--- config.mk ---
export PLATFORM = sky130hd
export DESIGN_NAME = camera_frame_navigation
export DESIGN_NICKNAME = d
export VERILOG_FILES = /design/src/hw/rtl/cfn_pkg.sv /design/src/hw/rtl/cfn_mac.sv /design/src/hw/rtl/cfn_cfg.sv /design/src/hw/rtl/camera_frame_navigation.sv
export SDC_FILE = /design/constraint.sdc
export NUM_CORES = 2
export LEC_CHECK = 0
export ABC_CLOCK_PERIOD_IN_PS = 51200
export BUFFER_PORTS_ARGS = -buffer_cell sky130_fd_sc_hd__buf_2
export CORE_MARGIN = 2
export CORE_UTILIZATION = 50
export CTS_BUF_LIST = sky130_fd_sc_hd__clkbuf_8
export DETAILED_ROUTE_END_ITERATION = 12
export GPL_ROUTABILITY_DRIVEN = 0
export PLACE_DENSITY = 0.69
export SYNTH_ARGS = -nofsm -noshare
export SYNTH_HDL_FRONTEND = slang
export SYNTH_SLANG_ARGS = --single-unit
--- constraint.sdc ---
create_clock -name aclk -period 51.2 [get_ports aclk]
set_clock_uncertainty 0.15 [all_clocks]
set_input_delay 2.56 -clock aclk [delete_from_list [all_inputs] [get_ports aclk]]
set_output_delay 2.56 -clock aclk [all_outputs]
set_load 0.05 [all_outputs]
--- src/hw/rtl/cfn_pkg.sv ---
`timescale 1ns / 1ps
`default_nettype none
// ----------------------------------------------------------------------------
// cfn_pkg - shared types and constants for camera frame navigation
// Fixed-point formats, register indexes, reset values and saturation helper.
// ----------------------------------------------------------------------------
package cfn_pkg;

    // fixed-point widths
    localparam int DATA_W = 32;
    localparam int ACC_W  = 66;
    localparam int SHR_W  = ACC_W - 30;
    localparam int SUM_W  = 37;

    localparam logic signed [DATA_W-1:0] ONE_Q30     = 32'sd1073741824;
    localparam logic signed [DATA_W-1:0] NEG_ONE_Q30 = -32'sd1073741824;
    localparam logic signed [DATA_W-1:0] START_Z     = 32'sd2621440;
    localparam logic signed [ACC_W-1:0]  HALF_Q30    = 66'sd536870912;

    // configuration register indexes
    localparam logic [1:0] REG_MOVE_STEP = 2'd0;
    localparam logic [1:0] REG_COS_STEP  = 2'd1;
    localparam logic [1:0] REG_SIN_STEP  = 2'd2;

    localparam logic [30:0]             MOVE_STEP_RST = 31'd65536;
    localparam logic signed [DATA_W-1:0] COS_STEP_RST = 32'sd1073578288;
    localparam logic signed [DATA_W-1:0] SIN_STEP_RST = 32'sd18739379;

    // held control count and state vector slots
    localparam logic [3:0] KEY_COUNT = 4'd12;
    localparam logic [1:0] VEC_POS   = 2'd0;
    localparam logic [1:0] VEC_FWD   = 2'd1;
    localparam logic [1:0] VEC_UP    = 2'd2;
    localparam logic [1:0] VEC_RIGHT = 2'd3;

    // rotation axes (held_keys index divided by two)
    localparam logic [2:0] AXIS_ROLL  = 3'd3;
    localparam logic [2:0] AXIS_PITCH = 3'd4;
    localparam logic [2:0] AXIS_YAW   = 3'd5;

    // working copy of the configuration, angles already clamped
    typedef struct packed {
        logic [30:0]              move_step;
        logic signed [DATA_W-1:0] cos_step;
        logic signed [DATA_W-1:0] sin_step;
    } cfg_t;

    // multiply-accumulate command
    typedef struct packed {
        logic start;
        logic clear;
        logic sub;
    } mac_req_t;

    // saturate a wide signed value to 32 bits
    function automatic logic signed [DATA_W-1:0] sat32(input logic signed [SUM_W-1:0] v);
        logic same;
        begin
            same = (v[SUM_W-1:DATA_W-1] == {(SUM_W-DATA_W+1){v[SUM_W-1]}});
            if (same) begin
                sat32 = v[DATA_W-1:0];
            end else if (v[SUM_W-1]) begin
                sat32 = {1'b1, {(DATA_W-1){1'b0}}};
            end else begin
                sat32 = {1'b0, {(DATA_W-1){1'b1}}};
            end
        end
    endfunction

endpackage : cfn_pkg
`default_nettype wire

--- src/hw/rtl/cfn_mac.sv ---
`timescale 1ns / 1ps
`default_nettype none
// ----------------------------------------------------------------------------
// cfn_mac - bit-serial signed multiply-accumulate
// Shifts the multiplier out one bit per cycle and adds the shifted
// multiplicand into a wide accumulator.
// ----------------------------------------------------------------------------
module cfn_mac
    import cfn_pkg::*;
(
    input  wire logic                     aclk,
    input  wire logic                     aresetn,
    input  wire mac_req_t                 req,
    input  wire logic signed [DATA_W-1:0] x,
    input  wire logic signed [DATA_W-1:0] y,
    output logic                          busy,
    output logic                          done,
    output logic signed [ACC_W-1:0]       acc
);

    logic                    busy_reg,   busy_next;
    logic                    done_reg,   done_next;
    logic [4:0]              cnt_reg,    cnt_next;
    logic                    sub_reg,    sub_next;
    logic signed [ACC_W-1:0] mcand_reg,  mcand_next;
    logic [DATA_W-1:0]       mplier_reg, mplier_next;
    logic signed [ACC_W-1:0] acc_reg,    acc_next;
    logic                    op_sub;
    logic signed [ACC_W-1:0] addend;

    // the sign bit of the multiplier carries negative weight
    assign op_sub = sub_reg ^ (cnt_reg == 5'd31);

    always_comb begin
        if (!mplier_reg[0]) begin
            addend = '0;
        end else if (op_sub) begin
            addend = -mcand_reg;
        end else begin
            addend = mcand_reg;
        end
    end

    // serial step or load of a new product
    always_comb begin
        busy_next   = busy_reg;
        done_next   = 1'b0;
        cnt_next    = cnt_reg;
        sub_next    = sub_reg;
        mcand_next  = mcand_reg;
        mplier_next = mplier_reg;
        acc_next    = acc_reg;
        if (req.start) begin
            busy_next   = 1'b1;
            cnt_next    = '0;
            sub_next    = req.sub;
            mcand_next  = ACC_W'(x);
            mplier_next = y;
            if (req.clear) begin
                acc_next = HALF_Q30;
            end
        end else if (busy_reg) begin
            acc_next    = acc_reg + addend;
            mcand_next  = mcand_reg <<< 1;
            mplier_next = mplier_reg >> 1;
            cnt_next    = cnt_reg + 5'd1;
            if (cnt_reg == 5'd31) begin
                busy_next = 1'b0;
                done_next = 1'b1;
            end
        end
    end

    always_ff @(posedge aclk) begin
        if (!aresetn) begin
            busy_reg <= 1'b0;
            done_reg <= 1'b0;
            cnt_reg  <= '0;
        end else begin
            busy_reg <= busy_next;
            done_reg <= done_next;
            cnt_reg  <= cnt_next;
        end
        sub_reg    <= sub_next;
        mcand_reg  <= mcand_next;
        mplier_reg <= mplier_next;
        acc_reg    <= acc_next;
    end

    assign busy = busy_reg;
    assign done = done_reg;
    assign acc  = acc_reg;

endmodule : cfn_mac
`default_nettype wire

--- src/hw/rtl/cfn_cfg.sv ---
`timescale 1ns / 1ps
`default_nettype none
// ----------------------------------------------------------------------------
// cfn_cfg - configuration registers
// APB-style register file for step distance and rotation cosine and sine;
// presents the angle terms clamped to plus or minus one.
// ----------------------------------------------------------------------------
module cfn_cfg
    import cfn_pkg::*;
(
    input  wire logic        aclk,
    input  wire logic        aresetn,
    input  wire logic        psel,
    input  wire logic        penable,
    input  wire logic        pwrite,
    input  wire logic [3:0]  paddr,
    input  wire logic [31:0] pwdata,
    output logic [31:0]      prdata,
    output logic             pready,
    output cfg_t             cfg
);

    logic [30:0]              move_step_reg;
    logic signed [DATA_W-1:0] cos_step_reg;
    logic signed [DATA_W-1:0] sin_step_reg;
    logic                     wr_en;
    logic [1:0]               reg_idx;

    assign pready  = 1'b1;
    assign wr_en   = psel && penable && pwrite;
    assign reg_idx = paddr[3:2];

    // register writes
    always_ff @(posedge aclk) begin
        if (!aresetn) begin
            move_step_reg <= MOVE_STEP_RST;
            cos_step_reg  <= COS_STEP_RST;
            sin_step_reg  <= SIN_STEP_RST;
        end else if (wr_en) begin
            unique case (reg_idx)
                REG_MOVE_STEP: move_step_reg <= pwdata[30:0];
                REG_COS_STEP:  cos_step_reg  <= pwdata;
                REG_SIN_STEP:  sin_step_reg  <= pwdata;
                default: ;
            endcase
        end
    end

    // readback
    always_comb begin
        unique case (reg_idx)
            REG_MOVE_STEP: prdata = {1'b0, move_step_reg};
            REG_COS_STEP:  prdata = cos_step_reg;
            REG_SIN_STEP:  prdata = sin_step_reg;
            default:       prdata = '0;
        endcase
    end

    function automatic logic signed [DATA_W-1:0] clamp_unit(input logic signed [DATA_W-1:0] v);
        begin
            if (v > ONE_Q30) begin
                clamp_unit = ONE_Q30;
            end else if (v < NEG_ONE_Q30) begin
                clamp_unit = NEG_ONE_Q30;
            end else begin
                clamp_unit = v;
            end
        end
    endfunction

    assign cfg.move_step = move_step_reg;
    assign cfg.cos_step  = clamp_unit(cos_step_reg);
    assign cfg.sin_step  = clamp_unit(sin_step_reg);

endmodule : cfn_cfg
`default_nettype wire

--- src/hw/rtl/camera_frame_navigation.sv ---
`timescale 1ns / 1ps
`default_nettype none
// ----------------------------------------------------------------------------
// camera_frame_navigation - fly camera position and frame update
// Keeps a Q16.16 position and a Q2.30 forward/up/right frame and applies
// held movement and rotation controls one at a time on a serial multiplier.
// ----------------------------------------------------------------------------
// Usage:
//  - input channel s_*: one transaction per frame; s_opcode 0 applies the
//    held controls in s_held_keys (bit 0 first), s_opcode 1 recenters
//  - result channel m_*: one transaction per input with position and frame
//  - APB port sets move_step (0x0), cos_step (0x4) and sin_step (0x8)
//  - every product runs through one bit-serial multiplier at one multiplier
//    bit per cycle
//  - one item is worked on at a time; s_ready is high while idle
//  - the result sits in an output register, so a new transaction is taken
//    while the previous result waits; a stalled receiver only holds the
//    final copy into the output register
//  - reset loads the start position (0, 0, 40) and the start frame and the
//    default step values
// ----------------------------------------------------------------------------
module camera_frame_navigation
    import cfn_pkg::*;
(
    input  wire logic        aclk,
    input  wire logic        aresetn,
    // input channel
    input  wire logic        s_valid,
    output logic             s_ready,
    input  wire logic        s_opcode,
    input  wire logic [11:0] s_held_keys,
    // result channel
    output logic             m_valid,
    input  wire logic        m_ready,
    output logic [31:0]      m_pos_x,
    output logic [31:0]      m_pos_y,
    output logic [31:0]      m_pos_z,
    output logic [31:0]      m_fwd_x,
    output logic [31:0]      m_fwd_y,
    output logic [31:0]      m_fwd_z,
    output logic [31:0]      m_up_x,
    output logic [31:0]      m_up_y,
    output logic [31:0]      m_up_z,
    output logic [31:0]      m_right_x,
    output logic [31:0]      m_right_y,
    output logic [31:0]      m_right_z,
    // configuration
    input  wire logic        psel,
    input  wire logic        penable,
    input  wire logic        pwrite,
    input  wire logic [3:0]  paddr,
    input  wire logic [31:0] pwdata,
    output logic [31:0]      prdata,
    output logic             pready
);

    localparam logic [2:0] ST_IDLE = 3'd0;
    localparam logic [2:0] ST_SCAN = 3'd1;
    localparam logic [2:0] ST_LOAD = 3'd2;
    localparam logic [2:0] ST_MUL  = 3'd3;
    localparam logic [2:0] ST_FIN  = 3'd4;
    localparam logic [2:0] ST_DONE = 3'd5;

    cfg_t                     cfg;
    mac_req_t                 mac_req;
    logic signed [DATA_W-1:0] mac_x, mac_y;
    logic                     mac_busy, mac_done;
    logic signed [ACC_W-1:0]  mac_acc;

    logic [2:0]               state_reg;
    logic [3:0]               kidx_reg;
    logic [11:0]              keys_reg;
    logic [1:0]               sidx_reg;
    logic [1:0]               term_reg;
    logic signed [DATA_W-1:0] tmp_reg;
    logic signed [DATA_W-1:0] st_reg  [4][3];
    logic signed [DATA_W-1:0] out_reg [4][3];
    logic                     m_valid_reg;

    logic                     is_move, neg_move, neg_rot;
    logic [1:0]               vsel, ia, ib;
    logic signed [DATA_W-1:0] op_a, op_b;
    logic signed [DATA_W-1:0] pos_cur;
    logic signed [SHR_W-1:0]  shr;
    logic signed [SUM_W-1:0]  pos_sum;
    logic signed [DATA_W-1:0] rot_val;

    cfn_cfg u_cfg (
        .aclk    (aclk),
        .aresetn (aresetn),
        .psel    (psel),
        .penable (penable),
        .pwrite  (pwrite),
        .paddr   (paddr),
        .pwdata  (pwdata),
        .prdata  (prdata),
        .pready  (pready),
        .cfg     (cfg)
    );

    cfn_mac u_mac (
        .aclk    (aclk),
        .aresetn (aresetn),
        .req     (mac_req),
        .x       (mac_x),
        .y       (mac_y),
        .busy    (mac_busy),
        .done    (mac_done),
        .acc     (mac_acc)
    );

    // control decode: which vector, which pair, which sign
    assign is_move  = (kidx_reg < 4'd6);
    assign neg_move = (kidx_reg == 4'd1) || (kidx_reg == 4'd3) || (kidx_reg == 4'd4);
    assign neg_rot  = !kidx_reg[0];

    always_comb begin
        vsel = VEC_FWD;
        ia   = 2'd0;
        ib   = 2'd1;
        if (is_move) begin
            priority if (kidx_reg < 4'd2) begin
                vsel = VEC_FWD;
            end else if (kidx_reg < 4'd4) begin
                vsel = VEC_UP;
            end else begin
                vsel = VEC_RIGHT;
            end
        end else begin
            unique case (kidx_reg[3:1])
                AXIS_ROLL: begin
                    vsel = sidx_reg[0] ? VEC_RIGHT : VEC_UP;
                    ia   = 2'd0;
                    ib   = 2'd1;
                end
                AXIS_PITCH: begin
                    vsel = sidx_reg[0] ? VEC_UP : VEC_FWD;
                    ia   = 2'd2;
                    ib   = 2'd1;
                end
                AXIS_YAW: begin
                    vsel = sidx_reg[0] ? VEC_RIGHT : VEC_FWD;
                    ia   = 2'd0;
                    ib   = 2'd2;
                end
                default: begin
                    vsel = VEC_FWD;
                    ia   = 2'd0;
                    ib   = 2'd1;
                end
            endcase
        end
    end

    assign op_a    = is_move ? st_reg[vsel][sidx_reg] : st_reg[vsel][ia];
    assign op_b    = st_reg[vsel][ib];
    assign pos_cur = st_reg[VEC_POS][sidx_reg];

    // multiplier operands per term
    always_comb begin
        mac_req.start = (state_reg == ST_LOAD);
        mac_req.clear = is_move || !term_reg[0];
        mac_req.sub   = 1'b0;
        mac_x         = cfg.cos_step;
        mac_y         = op_a;
        if (is_move) begin
            mac_x = {1'b0, cfg.move_step};
            mac_y = op_a;
        end else begin
            unique case (term_reg)
                2'd0: begin
                    mac_x = cfg.cos_step;
                    mac_y = op_a;
                end
                2'd1: begin
                    mac_x       = cfg.sin_step;
                    mac_y       = op_b;
                    mac_req.sub = !neg_rot;
                end
                2'd2: begin
                    mac_x       = cfg.sin_step;
                    mac_y       = op_a;
                    mac_req.sub = neg_rot;
                end
                default: begin
                    mac_x = cfg.cos_step;
                    mac_y = op_b;
                end
            endcase
        end
    end

    // rounding shift and saturating update
    assign shr     = mac_acc[ACC_W-1:30];
    assign pos_sum = neg_move ? (SUM_W'(pos_cur) - SUM_W'(shr))
                              : (SUM_W'(pos_cur) + SUM_W'(shr));
    assign rot_val = sat32(SUM_W'(shr));

    // sequencer
    always_ff @(posedge aclk) begin
        if (!aresetn) begin
            state_reg            <= ST_IDLE;
            kidx_reg             <= '0;
            sidx_reg             <= '0;
            term_reg             <= '0;
            m_valid_reg          <= 1'b0;
            st_reg[VEC_POS][0]   <= '0;
            st_reg[VEC_POS][1]   <= '0;
            st_reg[VEC_POS][2]   <= START_Z;
            st_reg[VEC_FWD][0]   <= '0;
            st_reg[VEC_FWD][1]   <= '0;
            st_reg[VEC_FWD][2]   <= NEG_ONE_Q30;
            st_reg[VEC_UP][0]    <= '0;
            st_reg[VEC_UP][1]    <= ONE_Q30;
            st_reg[VEC_UP][2]    <= '0;
            st_reg[VEC_RIGHT][0] <= ONE_Q30;
            st_reg[VEC_RIGHT][1] <= '0;
            st_reg[VEC_RIGHT][2] <= '0;
        end else begin
            if (m_valid_reg && m_ready && (state_reg != ST_DONE)) begin
                m_valid_reg <= 1'b0;
            end
            unique case (state_reg)
                ST_IDLE: begin
                    if (s_valid) begin
                        keys_reg <= s_held_keys;
                        kidx_reg <= '0;
                        if (s_opcode) begin
                            st_reg[VEC_POS][0]   <= '0;
                            st_reg[VEC_POS][1]   <= '0;
                            st_reg[VEC_POS][2]   <= START_Z;
                            st_reg[VEC_FWD][0]   <= '0;
                            st_reg[VEC_FWD][1]   <= '0;
                            st_reg[VEC_FWD][2]   <= NEG_ONE_Q30;
                            st_reg[VEC_UP][0]    <= '0;
                            st_reg[VEC_UP][1]    <= ONE_Q30;
                            st_reg[VEC_UP][2]    <= '0;
                            st_reg[VEC_RIGHT][0] <= ONE_Q30;
                            st_reg[VEC_RIGHT][1] <= '0;
                            st_reg[VEC_RIGHT][2] <= '0;
                            state_reg <= ST_DONE;
                        end else begin
                            state_reg <= ST_SCAN;
                        end
                    end
                end
                ST_SCAN: begin
                    sidx_reg <= '0;
                    term_reg <= '0;
                    priority if (kidx_reg == KEY_COUNT) begin
                        state_reg <= ST_DONE;
                    end else if (keys_reg[kidx_reg]) begin
                        state_reg <= ST_LOAD;
                    end else begin
                        kidx_reg <= kidx_reg + 4'd1;
                    end
                end
                ST_LOAD: begin
                    state_reg <= ST_MUL;
                end
                ST_MUL: begin
                    if (mac_done) begin
                        state_reg <= ST_FIN;
                    end
                end
                ST_FIN: begin
                    state_reg <= ST_LOAD;
                    if (is_move) begin
                        st_reg[VEC_POS][sidx_reg] <= sat32(pos_sum);
                        if (sidx_reg == 2'd2) begin
                            kidx_reg  <= kidx_reg + 4'd1;
                            state_reg <= ST_SCAN;
                        end else begin
                            sidx_reg <= sidx_reg + 2'd1;
                        end
                    end else begin
                        term_reg <= term_reg + 2'd1;
                        if (term_reg == 2'd1) begin
                            tmp_reg <= rot_val;
                        end
                        if (term_reg == 2'd3) begin
                            st_reg[vsel][ia] <= tmp_reg;
                            st_reg[vsel][ib] <= rot_val;
                            if (sidx_reg[0]) begin
                                kidx_reg  <= kidx_reg + 4'd1;
                                state_reg <= ST_SCAN;
                            end else begin
                                sidx_reg <= sidx_reg + 2'd1;
                            end
                        end
                    end
                end
                ST_DONE: begin
                    if (!m_valid_reg || m_ready) begin
                        out_reg     <= st_reg;
                        m_valid_reg <= 1'b1;
                        state_reg   <= ST_IDLE;
                    end
                end
                default: begin
                    state_reg <= ST_IDLE;
                end
            endcase
        end
    end

    assign s_ready   = (state_reg == ST_IDLE);
    assign m_valid   = m_valid_reg;
    assign m_pos_x   = out_reg[VEC_POS][0];
    assign m_pos_y   = out_reg[VEC_POS][1];
    assign m_pos_z   = out_reg[VEC_POS][2];
    assign m_fwd_x   = out_reg[VEC_FWD][0];
    assign m_fwd_y   = out_reg[VEC_FWD][1];
    assign m_fwd_z   = out_reg[VEC_FWD][2];
    assign m_up_x    = out_reg[VEC_UP][0];
    assign m_up_y    = out_reg[VEC_UP][1];
    assign m_up_z    = out_reg[VEC_UP][2];
    assign m_right_x = out_reg[VEC_RIGHT][0];
    assign m_right_y = out_reg[VEC_RIGHT][1];
    assign m_right_z = out_reg[VEC_RIGHT][2];

    // a product is never started while the multiplier is still shifting
    assert property (@(posedge aclk) disable iff (!aresetn)
        mac_req.start |-> !mac_busy)
        else $error("multiplier restarted while busy");

    // while waiting on a product the multiplier must be running or just done
    assert property (@(posedge aclk) disable iff (!aresetn)
        (state_reg == ST_MUL) |-> (mac_busy || mac_done || $past(mac_req.start)))
        else $error("waiting on an idle multiplier");

    // the control index never runs past the control count
    assert property (@(posedge aclk) disable iff (!aresetn)
        kidx_reg <= KEY_COUNT)
        else $error("control index out of range");

    // an accepted transaction always leaves the idle state
    assert property (@(posedge aclk) disable iff (!aresetn)
        (s_valid && s_ready) |=> (state_reg != ST_IDLE))
        else $error("input transaction lost");

endmodule : camera_frame_navigation
`default_nettype wire
# Word level (Yosys, flattened, before mapping)
# Cells that the tools add are included.
dict set report classes {
  add_sub_neg 8
  n_lt_le_gt_ge 16
  eq_ne 37
  mux 108
  bitwise 8
  n_reduce_logical 40
}
# cell n
set ops {}
lappend ops {{2-to-1 mux 384 bit} 3}
lappend ops {{2-to-1 mux 32 bit} 29}
lappend ops {{bitwise mux 384 bit} 2}
lappend ops {{one-hot mux 384 bit (2 select lines)} 1}
lappend ops {{2-to-1 mux 96 bit} 5}
lappend ops {{2-to-1 mux 66 bit} 7}
lappend ops {{demux 96 bit (select 2 bit)} 2}
lappend ops {{2-to-1 mux 288 bit} 1}
lappend ops {{binary-select mux 32 bit (select 2 bit)} 4}
lappend ops {{binary-select mux 96 bit (select 2 bit)} 1}
lappend ops {{demux 32 bit (select 2 bit)} 3}
lappend ops {{bitwise mux 96 bit} 1}
lappend ops {{one-hot mux 32 bit (3 select lines)} 1}
lappend ops {{adder 66 bit} 1}
lappend ops {{negator 66 bit} 1}
lappend ops {{greater-than comparator 32 bit (second input constant)} 2}
lappend ops {{< comparator 32 x 31 -> 1 bit (second input constant)} 2}
lappend ops {{adder 32 x 36 -> 37 bit} 1}
lappend ops {{2-to-1 mux 37 bit} 1}
lappend ops {{subtractor 32 x 36 -> 37 bit} 1}
lappend ops {{2-to-1 mux 2 bit} 16}
lappend ops {{2-to-1 mux 4 bit} 7}
lappend ops {{2-to-1 mux 3 bit} 7}
lappend ops {{inequality test 3 bit (second input constant)} 7}
lappend ops {{46 further kinds} 111}
dict set report totals {
  reg_bits 1091
  inputBits 56
}

# Longest topological paths before layout
dict set report logic_depth {
  depth_word 15
  depth_mapped 24
  mapped_depth_nobuf 23
}

# Modules after synthesis
# From an unflattened synthesis, not the netlist that was laid out.
dict set report hier_totals {
  hier_cells 5248
  hier_area_um2 52350.2
}
# mod n_inst cells_each area_each_um2 seq_area_each_um2
set modules_own_cells {}
lappend modules_own_cells {camera_frame_navigation 1 3281 35211.3 20779.9}
lappend modules_own_cells {cfn_mac 1 1279 12361.9 5094.9}
lappend modules_own_cells {cfn_cfg 1 688 4777.1 1901.8}

# Worst setup path after synthesis
# OpenSTA, ideal clock, no wires.
dict set report synth_path {
  path_kind {input-to-reg}
  startpoint {input aresetn}
  endpoint {register out_reg (netlist bit m_fwd_x[0]), enable pin}
  setup_time_ps 1137
  arrival_ps 19032
  slack_ps 30881
  cell_stages 4
  path_buffers 2
  path_cell_list {clkbuf_1 clkbuf_1 nand2_1 nor2_1}
}
dict set report synth_via {
  elab_chain_len 1
}
# item line
set synth_rtl {}
lappend synth_rtl {{start: declaration} camera_frame_navigation.sv:26} ;# input wire logic aresetn,
lappend synth_rtl {{AND reduction 3 bit (no line)} n/a}
lappend synth_rtl {{end signal: assignment} camera_frame_navigation.sv:295} ;# out_reg <= st_reg;
lappend synth_rtl {{end: declaration} camera_frame_navigation.sv:77} ;# logic signed [DATA_W-1:0] out_reg [4][3];
# No other way between the ends.
# A chain may end at the register's enable or synchronous reset.

# Worst setup path after layout
dict set report layout_path {
  startpoint {register u_mac.acc_reg[31], in the netlist u_mac.acc[31]}
  endpoint {register st_reg[297] in the netlist's numbering}
}
dict set report layout_via {
  elab_chain_len 10
}
# item line
set layout_rtl {}
lappend layout_rtl {{start: declaration} cfn_mac.sv:27} ;# logic signed [ACC_W-1:0] acc_reg, acc_next;
lappend layout_rtl {{start signal: assignment} cfn_mac.sv:87} ;# acc_reg <= acc_next;
lappend layout_rtl {{adder 32 x 36 -> 37 bit or subtractor 32 x 36 -> 37 bit (tied branches)} {camera_frame_navigation.sv:196, camera_frame_navigation.sv:195}}
lappend layout_rtl {{2-to-1 mux 37 bit (*)} camera_frame_navigation.sv:195} ;# assign pos_sum = neg_move ? (SUM_W'(pos_cur) - SUM_W'(shr))
lappend layout_rtl {{equality test 5 bit or 2-to-1 mux 32 bit (tied branches)} {cfn_pkg.sv:59, cfn_pkg.sv:62}}
lappend layout_rtl {{2-to-1 mux 32 bit (*)} cfn_pkg.sv:60} ;# if (same) begin
lappend layout_rtl {{2-to-1 mux 32 bit (*)} camera_frame_navigation.sv:268} ;# if (is_move) begin
lappend layout_rtl {{2-to-1 mux 32 bit (*)} camera_frame_navigation.sv:223} ;# unique case (state_reg)
lappend layout_rtl {{2-to-1 mux 32 bit (*)} camera_frame_navigation.sv:201} ;# if (!aresetn) begin
lappend layout_rtl {{bitwise mux 96 bit (*)} camera_frame_navigation.sv:269} ;# st_reg[VEC_POS][sidx_reg] <= sat32(pos_sum);
lappend layout_rtl {{2-to-1 mux 96 bit (*)} camera_frame_navigation.sv:268}
lappend layout_rtl {{one-hot mux 384 bit (2 select lines) (*)} camera_frame_navigation.sv:223}
lappend layout_rtl {{end signal: indexed assignment} camera_frame_navigation.sv:207} ;# st_reg[VEC_POS][0] <= '0;
lappend layout_rtl {{end signal: indexed assignment} camera_frame_navigation.sv:208} ;# st_reg[VEC_POS][1] <= '0;
lappend layout_rtl {{end signal: indexed assignment} camera_frame_navigation.sv:229} ;# st_reg[VEC_POS][0] <= '0;
lappend layout_rtl {{end: declaration} camera_frame_navigation.sv:76} ;# logic signed [DATA_W-1:0] st_reg [4][3];
# Every way passes the cells marked *; elsewhere a longest branch is shown, timed or not. The select of a mux whose other input is x is not followed.

==> impl_results.md <==
* HPWL after detailed placement at 111000 um
* Crit. End Element: register
* Maximum root-to-sink buffer count at 3
* Final #Nets at between 5000 and 6000
* Count of buffers inserted at the top-level ports at between 400 and 500
* Fin Setup TNS at 0 ns
* Max-cap violations at 0
* Largest net degree at the start of global routing at roughly 190
* Number of gates given a new drive strength after cts at 0
* Count of routing violations after the opening detailed-route iteration at roughly 5500
* Total of warnings raised by yosys at 0
* Setup CP Type: reg2reg
* Width of the die at 324 um
* Depth of the CTS H-tree at 4
* Synth-to-Final Area Change at 13.3%
* Placed Instance Area at approximately 55000 um^2
* TritonCTS buffer count at roughly 180
* Post-Synthesis Cells at approximately 5200
* Worst slew margin relative to its limit at 0.134
* Initial core utilization at 0.504
* Basic-gate share of the synthesized area counting and, or, nand and nor cells at 0.143
* DR vias at between 40000 and 50000
* Status: finished, final reports clean
* Fraction of the mapped netlist area in adder cells at 0.0294
* Element type at the critical path start: register
* Final min period at roughly 7.6 ns
* Maximum achievable frequency at about 130 MHz
* Number of buffers inserted to repair setup after CTS at 0
* Path category of the worst min-delay check: reg2reg
* Highest fanout seen on the critical path at 48
* Register area share after synthesis at 0.543
* Worst IR Drop VDD at approximately 0.000049 V
* Synth Area in XOR/XNOR at 0.0325
* Global-route wire length before repair at 239000 um
* Top-level port count at around 480
* Synth Register Bits at roughly 1100
* Antenna violation net count after detailed routing at 0
* Number of nets produced by synthesis at between 5000 and 6000
* Detailed-route wire length per cell at approximately 23 um
* TritonCTS clock tree: done
* Number of synthesized flops with an enable pin at ~590
* Max reg flops at roughly 380
* Antenna violations before repair at 11
* Number of global-route vias before repair at slightly below 40000
* Die ar. at 105000 um^2
* Final Max Slew Viols at 0
* Dominant synthesized flop cell: edfxtp_1
* Multi-input gate area at approximately 22000 um^2
* Floorplan core area at between 100000 and 150000 um^2
* Summed area of non-filler cells in the final layout at roughly 58000 um^2
* Clock sink count at 1091
* Arrival time of data at the critical path endpoint at between 8 and 9 ns
* Routed WL at approximately 160000 um
* Main combinational cell family by area after synthesis: compound AO/OA/AOI/OAI gates
* Synthesized area at 51200 um^2
* Period utilization at 0.148
* Overall fraction of global-route tracks in use at 0.299
* Detailed-route DRC error count at 0
* Static Leak at ~22 nW
* P per Cell Area at around 58 nW/um^2
* Multiplexer fraction of the synthesized cell area at 0.0160
* Grt total ovfl at 0
* Share of flip-flops with an asynchronous set or reset after synthesis at 0
* Ratio of cells with drive above 1 in the final layout at 0.151
* CTS root buf: clkbuf_8
* Required time of the critical path at 51.82 ns
* RSZ-0062 raised after global routing: no
* Number of filler instances in the final layout at about 9000
* Endpoints failing hold at 0
* Final count of negative-setup-slack endpoints at 0
* Post-CTS Hold Fix Bufs at 0
* Compound-Gate Fraction of Synth Area at 0.202
* Post-DR vias/cell at between 6 and 7
* Distinct cell type count after synthesis at 86
* Worst slew pin tran at 1.30 ns
* Std cell rows at approximately 120
* Clock-pin slew of the registers on the worst-case setup and hold paths at 0.07 ns
* Total iterations of the first detailed-routing run at 6
* Worst skew pair latency at between 0.8 and 0.9 ns
* Y dimension of the die at approximately 320 um
* Sequential cell area at about 28000 um^2
* Avg Synthesized Cell Area at between 9 and 10 um^2
==> synthesized netlist by cell type (91+ instances only) <==
cell type | n | area (um^2)
nand2_1 | 658 | 2470
nor2_1 | 616 | 2310
edfxtp_1 | 593 | 17800
dfxtp_1 | 498 | 9970
a21oi_1 | 360 | 1800
clkbuf_1 | 358 | 1340
o21ai_0 | 251 | 1260
a31oi_1 | 212 | 1330
a22oi_1 | 189 | 1420
a21o_1 | 147 | 1100
ha_1 | 117 | 1460
xnor2_1 | 95 | 832
a22o_1 | 93 | 815
xor2_1 | 91 | 797
==> layer usage <==
metal / track usage / share of wire
met4: 0.135 / 0.044
met3: 0.0842 / 0.12
met1: 0.417 / 0.41
met5: 0 / 0.00048
met2: 0.433 / 0.43
==> report_power, final <==
part           switching [mW]  total [mW]  internal, mW
registers               0.107        1.20          1.09
clock network           0.368       0.739         0.371
logic                   0.935        1.40         0.469
total                    1.41        3.34          1.93
==> cells by family after synthesis <==
group	count (synthesis)
AO/OA/AOI/OAI	1603
XOR/XNOR	188
adder cells (fa/ha/maj)	119
buffers and inverters	444
flip-flops	1091
multiplexers	78
other	1
AND/OR/NAND/NOR	1690
==> worst paths after layout <==
kind / startpoint / endpoint / slack (ns) / depth (start not counted)
worst min-delay path: st_reg[338]$_SDFFE_PN0P_ / m_pos_y[18]$_DFFE_PP_ / 0.28 / 0
worst max-delay path: u_mac.acc[31]$_SDFFCE_PP0P_ / st_reg[297]$_SDFFE_PN0P_ / 43.63 / 20
worst max register to register: u_mac.acc[31]$_SDFFCE_PP0P_ / st_reg[297]$_SDFFE_PN0P_ / 43.63 / 20
worst min register to register: st_reg[338]$_SDFFE_PN0P_ / m_pos_y[18]$_DFFE_PP_ / 0.28 / 0
==> layout make-up <==
| type | count | share of cell area |
|---|---|---|
| inverters | 53 | 0.00360 |
| well taps | 1368 | 0.0295 |
| clock buffers | 191 | 0.0453 |
| flip-flops and latches | 1091 | 0.479 |
| diodes | 2 | 0.0000863 |
| clock inverters | 140 | 0.0144 |
| repair buffers | 536 | 0.0495 |
| multi-input cells | 3679 | 0.378 |
==> critical path, cell delays in order, from the launching register on <==
cell and delay (ns):
edfxtp_1 0.57, inv_1 0.19, ha_1 0.20, or4b_4 0.49, or4_4 0.46, or3_4 0.42
o31ai_1 0.27, xor2_1 0.15, ha_1 0.44, nand4_1 0.16, or3_1 0.43, nor4_1 0.28
o31a_1 0.18, nor2_1 0.09, o21ba_2 0.26, o31ai_1 0.36, xnor2_2 0.27, a41oi_4 0.90
buf_4 0.57, and2_1 0.42, a221o_1 0.17
==> metrics by stage <==
| stage | util | std cells | hold slack [ns] | setup slack, ns | total power, mW |
|---|---|---|---|---|---|
| floorplan | - | 5214 | 0.258 | 30.88 | 2.25 |
| global placement | 0.537 | 6727 | 0.287 | 43.74 | 2.56 |
| detailed placement | 0.537 | 6727 | 0.291 | 43.72 | 2.58 |
| CTS | 0.571 | 7058 | 0.277 | 43.71 | 3.32 |
| global route | 0.571 | 7060 | 0.299 | 43.31 | 3.52 |
| finish | 0.571 | 7060 | 0.278 | 43.63 | 3.34 |
==> placed cells by master (no fill, tap or decap), types with 19 or more instances in the layout <==
cell and instances:
nand2_1 656, nor2_1 599, edfxtp_1 593, dfxtp_1 496
buf_2 471, a21oi_1 356, o21ai_0 251, a31oi_1 209
clkbuf_8 191, a22oi_1 189, a21o_1 147, inv_1 120
ha_1 117, xnor2_1 94, a22o_1 93, xor2_1 90
o21ai_1 81, mux2i_1 75, nand3_1 66, and2_1 66
buf_4 63, nor2b_1 51, o211ai_1 45, nand4_1 40
nor3_1 39, o22ai_1 36, a221o_1 36, or3_1 32
clkinv_2 29, o31ai_1 24, nor4_1 24, and3_1 23
clkinv_1 22, nand2b_1 19, o21bai_1 19
Note: power is estimated with default switching activity, not from simulation.
